File: config.mk
export PLATFORM = sky130hd
export DESIGN_NAME = pwm_duty_cycle_meter_top
export DESIGN_NICKNAME = d
export VERILOG_FILES = /design/src/hw/rtl/pdcm_pkg.sv /design/src/hw/rtl/pdcm_front.sv /design/src/hw/rtl/pdcm_queue.sv /design/src/hw/rtl/pdcm_back.sv /design/src/hw/rtl/pwm_duty_cycle_meter_top.sv
export SDC_FILE = /design/constraint.sdc
export NUM_CORES = 2
export LEC_CHECK = 0
export BUFFER_PORTS_ARGS = -buffer_cell sky130_fd_sc_hd__buf_2
export CAP_MARGIN = 20
export CORE_AREA = 2 2 253 442
export DETAILED_ROUTE_END_ITERATION = 10
export DIE_AREA = 0 0 255 444
export PLACE_DENSITY = 0.71
export SLEW_MARGIN = 5
export SYNTH_ARGS = -nofsm -noshare
export SYNTH_HDL_FRONTEND = slang
export SYNTH_SLANG_ARGS = --single-unit
File: constraint.sdc
create_clock -name clk -period 10.4 [get_ports clk]
set_input_delay 2.08 -clock clk [delete_from_list [all_inputs] [get_ports clk]]
set_output_delay 2.08 -clock clk [all_outputs]
set_load 0.02 [all_outputs]
File: src/hw/rtl/pdcm_pkg.sv
// pdcm_pkg: shared types and constants for the pwm duty-cycle meter
// no dependencies; imported by every module of the block

package pdcm_pkg;

  localparam int TS_W    = 32;
  localparam int SUM_W   = 64;
  localparam int TALLY_W = 32;
  localparam int DUTY_W  = 14;
  // 10000 * sum needs 14 more bits than the sum
  localparam int ACC_W   = SUM_W + DUTY_W;

  localparam logic [DUTY_W-1:0] DUTY_FULL = 14'd10000;

  // 10000 = 2^13 + 2^10 + 2^9 + 2^8 + 2^4, one term per multiply step
  localparam logic [2:0] MUL_STEPS = 3'd5;
  localparam logic [3:0] DIV_STEPS = 4'd14;

  localparam logic CMD_EDGE    = 1'b0;
  localparam logic CMD_HARVEST = 1'b1;
  localparam logic LVL_RISE    = 1'b1;

  // one harvest handed from the front to the divider
  typedef struct packed {
    logic [SUM_W-1:0] high_sum;
    logic [SUM_W-1:0] period_sum;
    logic             ok;
  } job_t;

  function automatic logic [3:0] mul_shift(input logic [2:0] step);
    logic [3:0] sh;
    case (step)
      3'd0:    sh = 4'd13;
      3'd1:    sh = 4'd10;
      3'd2:    sh = 4'd9;
      3'd3:    sh = 4'd8;
      3'd4:    sh = 4'd4;
      default: sh = 4'd0;
    endcase
    return sh;
  endfunction

endpackage

File: src/hw/rtl/pdcm_front.sv
// pdcm_front: edge bookkeeping, window sums and harvest snapshot
// depends on pdcm_pkg

module pdcm_front
  import pdcm_pkg::*;
(
  input  logic            clk,
  input  logic            rst_n,
  input  logic            in_push,
  output logic            in_full,
  input  logic            in_command,
  input  logic            in_level,
  input  logic [TS_W-1:0] in_timestamp_us,
  input  logic            q_full,
  output logic            q_push,
  output job_t            q_job
);

  logic [TS_W-1:0]    last_rise_r, last_rise_nxt;
  logic [TS_W-1:0]    last_fall_r, last_fall_nxt;
  logic               rise_seen_r, rise_seen_nxt;
  logic [SUM_W-1:0]   hsum_r, hsum_nxt;
  logic [SUM_W-1:0]   psum_r, psum_nxt;
  logic [TALLY_W-1:0] tally_r, tally_nxt;
  logic               accept;
  logic [TS_W-1:0]    period_d;
  logic [TS_W-1:0]    high_d;

  assign in_full = q_full;
  assign accept  = in_push && !q_full;
  assign q_push  = accept && (in_command == CMD_HARVEST);

  assign q_job.high_sum   = hsum_r;
  assign q_job.period_sum = psum_r;
  assign q_job.ok         = (tally_r != '0) && (psum_r != '0);

  // differences wrap modulo 2^32
  assign period_d = in_timestamp_us - last_rise_r;
  assign high_d   = last_fall_r - last_rise_r;

  always_comb begin
    last_rise_nxt = last_rise_r;
    last_fall_nxt = last_fall_r;
    rise_seen_nxt = rise_seen_r;
    hsum_nxt      = hsum_r;
    psum_nxt      = psum_r;
    tally_nxt     = tally_r;
    if (accept) begin
      if (in_command == CMD_HARVEST) begin
        hsum_nxt  = '0;
        psum_nxt  = '0;
        tally_nxt = '0;
      end else if (in_level == LVL_RISE) begin
        if (rise_seen_r) begin
          psum_nxt  = psum_r + {{(SUM_W-TS_W){1'b0}}, period_d};
          hsum_nxt  = hsum_r + {{(SUM_W-TS_W){1'b0}}, high_d};
          tally_nxt = tally_r + 1'b1;
        end
        last_rise_nxt = in_timestamp_us;
        rise_seen_nxt = 1'b1;
      end else begin
        last_fall_nxt = in_timestamp_us;
      end
    end
  end

  always_ff @(posedge clk) begin
    if (!rst_n) begin
      last_rise_r <= '0;
      last_fall_r <= '0;
      rise_seen_r <= 1'b0;
      hsum_r      <= '0;
      psum_r      <= '0;
      tally_r     <= '0;
    end else begin
      last_rise_r <= last_rise_nxt;
      last_fall_r <= last_fall_nxt;
      rise_seen_r <= rise_seen_nxt;
      hsum_r      <= hsum_nxt;
      psum_r      <= psum_nxt;
      tally_r     <= tally_nxt;
    end
  end

endmodule

File: src/hw/rtl/pdcm_queue.sv
// pdcm_queue: small register queue of harvest jobs between front and divider
// depends on pdcm_pkg

module pdcm_queue
  import pdcm_pkg::*;
#(
  parameter int DEPTH = 2
)
(
  input  logic clk,
  input  logic rst_n,
  input  logic push,
  input  job_t push_job,
  output logic full,
  input  logic pop,
  output job_t pop_job,
  output logic empty
);

  localparam int PTR_W = (DEPTH > 1) ? $clog2(DEPTH) : 1;
  localparam int CNT_W = $clog2(DEPTH + 1);
  localparam logic [PTR_W-1:0] LAST_PTR = PTR_W'(DEPTH - 1);
  localparam logic [CNT_W-1:0] FULL_CNT = CNT_W'(DEPTH);

  job_t             slot_r [DEPTH];
  logic [PTR_W-1:0] wr_ptr_r, rd_ptr_r;
  logic [CNT_W-1:0] cnt_r;
  logic             do_push, do_pop;

  assign full    = (cnt_r == FULL_CNT);
  assign empty   = (cnt_r == '0);
  assign do_push = push && !full;
  assign do_pop  = pop && !empty;
  assign pop_job = slot_r[rd_ptr_r];

  always_ff @(posedge clk) begin
    if (do_push) begin
      slot_r[wr_ptr_r] <= push_job;
    end
  end

  always_ff @(posedge clk) begin
    if (!rst_n) begin
      wr_ptr_r <= '0;
      rd_ptr_r <= '0;
      cnt_r    <= '0;
    end else begin
      if (do_push) begin
        wr_ptr_r <= (wr_ptr_r == LAST_PTR) ? '0 : wr_ptr_r + 1'b1;
      end
      if (do_pop) begin
        rd_ptr_r <= (rd_ptr_r == LAST_PTR) ? '0 : rd_ptr_r + 1'b1;
      end
      if (do_push && !do_pop) begin
        cnt_r <= cnt_r + 1'b1;
      end else if (do_pop && !do_push) begin
        cnt_r <= cnt_r - 1'b1;
      end
    end
  end

endmodule

File: src/hw/rtl/pdcm_back.sv
// pdcm_back: shift-add scale by 10000, restoring divide, result register
// depends on pdcm_pkg

module pdcm_back
  import pdcm_pkg::*;
(
  input  logic              clk,
  input  logic              rst_n,
  input  logic              q_empty,
  input  job_t              q_job,
  output logic              q_pop,
  output logic              out_empty,
  input  logic              out_pop,
  output logic [DUTY_W-1:0] out_duty_hundredths,
  output logic              out_valid_res
);

  typedef enum logic [3:0] {
    ST_IDLE = 4'b0001,
    ST_MUL  = 4'b0010,
    ST_DIV  = 4'b0100,
    ST_HOLD = 4'b1000
  } state_t;

  state_t             state_r, state_nxt;
  logic [SUM_W-1:0]   h_r, h_nxt;
  logic [SUM_W-1:0]   p_r, p_nxt;
  logic [ACC_W-1:0]   acc_r, acc_nxt;
  logic [SUM_W-1:0]   rem_r, rem_nxt;
  logic [DUTY_W-1:0]  nlo_r, nlo_nxt;
  logic [DUTY_W-1:0]  quo_r, quo_nxt;
  logic [3:0]         step_r, step_nxt;
  logic [DUTY_W-1:0]  pend_duty_r, pend_duty_nxt;
  logic               pend_valid_r, pend_valid_nxt;
  logic               out_full_r, out_full_nxt;
  logic [DUTY_W-1:0]  out_duty_r;
  logic               out_valid_r;
  logic               out_load;
  logic [ACC_W-1:0]   term;
  logic [SUM_W:0]     rem_sh;
  logic [SUM_W:0]     rem_sub;
  logic               fits;

  assign term    = {{DUTY_W{1'b0}}, h_r} << mul_shift(step_r[2:0]);
  assign rem_sh  = {rem_r, nlo_r[DUTY_W-1]};
  assign fits    = (rem_sh >= {1'b0, p_r});
  assign rem_sub = rem_sh - {1'b0, p_r};

  assign q_pop    = (state_r == ST_IDLE) && !q_empty;
  assign out_load = (state_r == ST_HOLD) && (!out_full_r || out_pop);

  always_comb begin
    state_nxt      = state_r;
    h_nxt          = h_r;
    p_nxt          = p_r;
    acc_nxt        = acc_r;
    rem_nxt        = rem_r;
    nlo_nxt        = nlo_r;
    quo_nxt        = quo_r;
    step_nxt       = step_r;
    pend_duty_nxt  = pend_duty_r;
    pend_valid_nxt = pend_valid_r;
    unique case (state_r)
      ST_IDLE: begin
        if (!q_empty) begin
          h_nxt    = q_job.high_sum;
          p_nxt    = q_job.period_sum;
          acc_nxt  = '0;
          step_nxt = '0;
          if (!q_job.ok) begin
            pend_duty_nxt  = '0;
            pend_valid_nxt = 1'b0;
            state_nxt      = ST_HOLD;
          end else if (q_job.high_sum >= q_job.period_sum) begin
            // high time at or above period saturates
            pend_duty_nxt  = DUTY_FULL;
            pend_valid_nxt = 1'b1;
            state_nxt      = ST_HOLD;
          end else begin
            state_nxt = ST_MUL;
          end
        end
      end
      ST_MUL: begin
        acc_nxt  = acc_r + term;
        step_nxt = step_r + 1'b1;
        if (step_r[2:0] == MUL_STEPS - 1'b1) begin
          // 10000*h < p*2^14, so the top part is already below p
          rem_nxt   = acc_nxt[ACC_W-1:DUTY_W];
          nlo_nxt   = acc_nxt[DUTY_W-1:0];
          quo_nxt   = '0;
          step_nxt  = '0;
          state_nxt = ST_DIV;
        end
      end
      ST_DIV: begin
        rem_nxt  = fits ? rem_sub[SUM_W-1:0] : rem_sh[SUM_W-1:0];
        quo_nxt  = {quo_r[DUTY_W-2:0], fits};
        nlo_nxt  = {nlo_r[DUTY_W-2:0], 1'b0};
        step_nxt = step_r + 1'b1;
        if (step_r == DIV_STEPS - 1'b1) begin
          pend_duty_nxt  = quo_nxt;
          pend_valid_nxt = 1'b1;
          state_nxt      = ST_HOLD;
        end
      end
      ST_HOLD: begin
        if (out_load) begin
          state_nxt = ST_IDLE;
        end
      end
      default: begin
        state_nxt = ST_IDLE;
      end
    endcase
  end

  always_comb begin
    out_full_nxt = out_full_r;
    if (out_load) begin
      out_full_nxt = 1'b1;
    end else if (out_pop && out_full_r) begin
      out_full_nxt = 1'b0;
    end
  end

  always_ff @(posedge clk) begin
    h_r          <= h_nxt;
    p_r          <= p_nxt;
    acc_r        <= acc_nxt;
    rem_r        <= rem_nxt;
    nlo_r        <= nlo_nxt;
    quo_r        <= quo_nxt;
    pend_duty_r  <= pend_duty_nxt;
    pend_valid_r <= pend_valid_nxt;
    if (out_load) begin
      out_duty_r  <= pend_duty_r;
      out_valid_r <= pend_valid_r;
    end
  end

  always_ff @(posedge clk) begin
    if (!rst_n) begin
      state_r    <= ST_IDLE;
      step_r     <= '0;
      out_full_r <= 1'b0;
    end else begin
      state_r    <= state_nxt;
      step_r     <= step_nxt;
      out_full_r <= out_full_nxt;
    end
  end

  assign out_empty           = !out_full_r;
  assign out_duty_hundredths = out_duty_r;
  assign out_valid_res       = out_valid_r;

`ifndef ASSERT_OFF
  // partial remainder stays below the divisor during the divide
  a_rem_below_div: assert property (@(posedge clk) disable iff (!rst_n)
    (state_r == ST_DIV) |-> (rem_r < p_r))
    else $error("divider remainder not below divisor");

  // a shown result never exceeds full scale
  a_duty_range: assert property (@(posedge clk) disable iff (!rst_n)
    out_full_r |-> (out_duty_r <= DUTY_FULL))
    else $error("duty above full scale");

  // an invalid result carries zero duty
  a_invalid_zero: assert property (@(posedge clk) disable iff (!rst_n)
    (out_full_r && !out_valid_r) |-> (out_duty_r == '0))
    else $error("invalid result with nonzero duty");

  // a job is taken from the queue only when the divider goes busy
  a_pop_starts: assert property (@(posedge clk) disable iff (!rst_n)
    q_pop |=> (state_r != ST_IDLE))
    else $error("job popped but divider stayed idle");
`endif

endmodule

File: src/hw/rtl/pwm_duty_cycle_meter_top.sv
// pwm_duty_cycle_meter_top: top level of the pwm duty-cycle meter
// depends on pdcm_pkg, pdcm_front, pdcm_queue, pdcm_back
//
// channel  | handshake          | payload
// ---------+--------------------+-----------------------------------------------
// in_      | in_push / in_full  | in_command, in_level, in_timestamp_us[31:0]
// out_     | out_pop / out_empty| out_duty_hundredths[13:0], out_valid_res
//
// an edge event updates the front's edge state and sums and makes no result
// a harvest snapshots the window sums and queues them; the divider runs a load,
// 5 shift-add steps for x10000, 14 restoring divide steps and a hand-off per
// harvest, and empty or saturated windows go from the load to the hand-off
// synchronous active-low reset clears all edge state, sums, queue and result flag
// in_full is high while the harvest queue is full; a pending result waits in the
// output register; the front keeps going, and the divider waits at its hand-off

module pwm_duty_cycle_meter_top
  import pdcm_pkg::*;
#(
  // harvest jobs buffered between front and divider, 2 to 32
  parameter int QUEUE_DEPTH = 2
)
(
  input  logic              clk,
  input  logic              rst_n,
  input  logic              in_push,
  output logic              in_full,
  input  logic              in_command,
  input  logic              in_level,
  input  logic [TS_W-1:0]   in_timestamp_us,
  output logic              out_empty,
  input  logic              out_pop,
  output logic [DUTY_W-1:0] out_duty_hundredths,
  output logic              out_valid_res
);

  // front to queue
  logic q_push;
  logic q_full;
  job_t push_job;
  // queue to divider
  logic q_pop;
  logic q_empty;
  job_t pop_job;

  pdcm_front u_front (
    .clk             (clk),
    .rst_n           (rst_n),
    .in_push         (in_push),
    .in_full         (in_full),
    .in_command      (in_command),
    .in_level        (in_level),
    .in_timestamp_us (in_timestamp_us),
    .q_full          (q_full),
    .q_push          (q_push),
    .q_job           (push_job)
  );

  pdcm_queue #(
    .DEPTH (QUEUE_DEPTH)
  ) u_queue (
    .clk      (clk),
    .rst_n    (rst_n),
    .push     (q_push),
    .push_job (push_job),
    .full     (q_full),
    .pop      (q_pop),
    .pop_job  (pop_job),
    .empty    (q_empty)
  );

  // transfer out happens when out_pop meets a full result register
  pdcm_back u_back (
    .clk                 (clk),
    .rst_n               (rst_n),
    .q_empty             (q_empty),
    .q_job               (pop_job),
    .q_pop               (q_pop),
    .out_empty           (out_empty),
    .out_pop             (out_pop),
    .out_duty_hundredths (out_duty_hundredths),
    .out_valid_res       (out_valid_res)
  );

endmodule

==> impl_metrics.json <==
{
  "nets": 5250,
  "critPathRequiredTime_ns": 10.93,
  "postRouteAntennaNets": 0,
  "die_x_um": 255,
  "skew_ns": 0.0386,
  "avgSynthCellArea_sq_um": 9.97,
  "grt_max_degree": 105,
  "fmax_mhz": 132,
  "dp_hpwl_um": 94000,
  "ys_types": 81,
  "async_reset_ff_share_pct": 0,
  "critical_path.top_delay_family": "compound AO/OA/AOI/OAI gates",
  "post_drt_wl_per_cell_um": 19.1,
  "yosysSeqAreaShare_pct": 45.6,
  "numCtsBuffers": 75,
  "drc": 0,
  "die_area_sq_um": 113000,
  "tns_ns": 0,
  "synth_seq_cells": 824,
  "reg2reg_depth": 22,
  "syn-cell-area_sq_um": 49100,
  "routed_wl_um": 122000,
  "design.core.area_sq_um": 110000,
  "slew_viol_final": 0,
  "detail_route.iter0.violations": 2068,
  "path_depth": 25,
  "firstDrtPassIters": 5,
  "synth-edff-count": 585,
  "overflow": 0,
  "hold_class": "reg -> reg",
  "min_path_cells": 0,
  "finalCritPeriodShare_pct": 73.1,
  "synth_cells": 4920,
  "die_h_um": 444,
  "start_kind": "input pin",
  "hold_violations": 0,
  "setup_ws_ns": 2.80,
  "grt_pass1_wl_um": 191000,
  "area_growth_pct": 8.77,
  "place.gp.congestion": 0.975,
  "dpl_cell_area_sq_um": 50700,
  "cts.clk_slew.worst_paths_ns": 0.07,
  "synth-main-ff-cell": "edfxtp_1",
  "finalInstanceArea_sq_um": 53400,
  "antenna_found_initial": 1,
  "worstMarginPinSlew_ns": 1.24,
  "root_buffer": "clkbuf_16",
  "ys.warnings.count": 0,
  "boundaryPins": 55,
  "drive_gt1_share_pct": 6.91,
  "io_buffers": 54,
  "num_vias": 35800,
  "cts_resized": 0,
  "cts_buffer_depth": 3,
  "vias_per_cell": 5.60,
  "worst-path-buf-inv": 2,
  "rsz0062_at_grt": "false",
  "grt_use_total_pct": 21.4,
  "hold_buffers": 0,
  "endpoint_kind": "flip-flop",
  "fin_crit_ns": 7.60,
  "synth_nets": 5306,
  "relSlewSlack_pct": 16.3,
  "critPathMostFrequentCell": "o31a_1",
  "preCtsSetupSlack_ns": 2.14,
  "critPathMaxStageDelay_ns": 0.56,
  "floorplan.rows": 161,
  "max_cap_viol_count": 0,
  "peakVddDrop_mv": 0.160,
  "insertion_delay_ns": 0.69,
  "crit_slowest_cell": "o31a_1",
  "setup_violations": 0,
  "initial_core_util_pct": 44.7,
  "first_global_vias": 36200,
  "cts_tree": "built",
  "status": "finished, final reports clean",
  "htree_levels": 3,
  "cellPowerDensity_nw_per_um2": 308,
  "cp_max_fo": 17,
  "cts_sinks": 824,
  "cp.arrival_ns": 8.14,
  "critPathKind": "in -> reg",
  "cts_setup_buffers": 0,
  "p_leak_nw": 20.9
}
## cell usage in the layout, fill, tap and decap left out, types with 64 or more instances in the layout
master and count:
xor2_1 163, a21o_1 165, xnor2_1 168, nand2_1 429, clkbuf_16 79, nor2_1 440, a211oi_1 65, nand3_1 67
dfxtp_1 238, inv_1 245, ha_1 341, edfxtp_1 585, mux2_2 66, nor3_1 64, mux2i_1 301, o21ai_0 222
nand4_1 82, a21oi_1 448
## per-layer routing
layer / vias to the layer above / share of wire (%) / track usage [%]
li1: 17800 / - / -
met1: 16900 / 38 / 22.7
met2: 799 / 52 / 39.5
met3: 321 / 3.4 / 2.60
met4: 0 / 7.2 / 13.9
met5: - / 0 / 0
## state kept, by name, summed over array words and instances (netlist names), 64 cells and up, named ones only
| register | flops |
|---|---|
| u_front.psum_r | 64 |
| u_back.p_r | 64 |
| u_back.acc_r | 78 |
| u_front.hsum_r | 64 |
| u_back.h_r | 64 |
| u_back.rem_r | 64 |
| u_queue.slot_r | 258 |
## final timing paths
kind / start / to / slack [ns]
worst max-delay path: in_timestamp_us[1] / u_front.psum_r[48]$_SDFFE_PN0P_ / 2.80
worst min-delay path: u_back.pend_duty_r[8]$_DFFE_PP_ / u_back.out_duty_hundredths[8]$_DFFE_PP_ / 0.42
worst max register to register: u_back.step_r[1]$_SDFFE_PN0P_ / u_back.rem_r[59]$_DFFE_PP_ / 3.02
worst min register to register: u_back.pend_duty_r[8]$_DFFE_PP_ / u_back.out_duty_hundredths[8]$_DFFE_PP_ / 0.42
## cells by family after synthesis
family / Yosys count / share of synthesized area (%)
xor gates and xnor gates: 331 / 5.91
and+or+nand+nor: 1380 / 13.0
AOI/OAI and AO/OA: 1192 / 15.1
adders and majority gates: 348 / 8.97
DFF: 824 / 45.6
muxes: 369 / 7.75
buffers and inverters: 476 / 3.70
## power breakdown
group | switching (mW) | total, mW | internal (mW)
Sequential | 0.235 | 4.68 | 4.44
Combinational | 5.60 | 8.80 | 3.20
Clock | 1.31 | 2.94 | 1.63
## Yosys cell counts, types with 163 or more instances
cell type	count	area (sq um)
xor2_1	163	1430
o21ai_0	222	1110
nor2_1	445	1670
nand2_1	432	1620
edfxtp_1	585	17600
a21o_1	165	1240
mux2i_1	301	3010
clkbuf_1	188	706
inv_1	247	927
dfxtp_1	239	4780
ha_1	342	4280
a21oi_1	448	2240
xnor2_1	168	1470
## stage by stage
stage	std cells	hold WS (ns)	util [%]	total power [mW]
finish	6391	0.418	48.6	16.4
global route	6390	0.422	48.6	17.5
CTS	6390	0.419	48.6	16.4
detailed placement	6254	0.405	46.2	13.4
global placement	6253	0.401	46.2	13.3
floorplan	4920	0.400	-	11.1
## cell type report
type                            count  area [sq um]
Antenna cell                        1          2.50
Timing Repair Buffer               95           611
Fill cell                       10000         56400
Clock buffer                       91          2070
Multi-Input combinational cell   3620         25000
Clock inverter                     45           542
Tap cell                         1467          1840
Sequential cell                   824         22400
Inverter                          248           936
(Power assumes the default switching activity.)
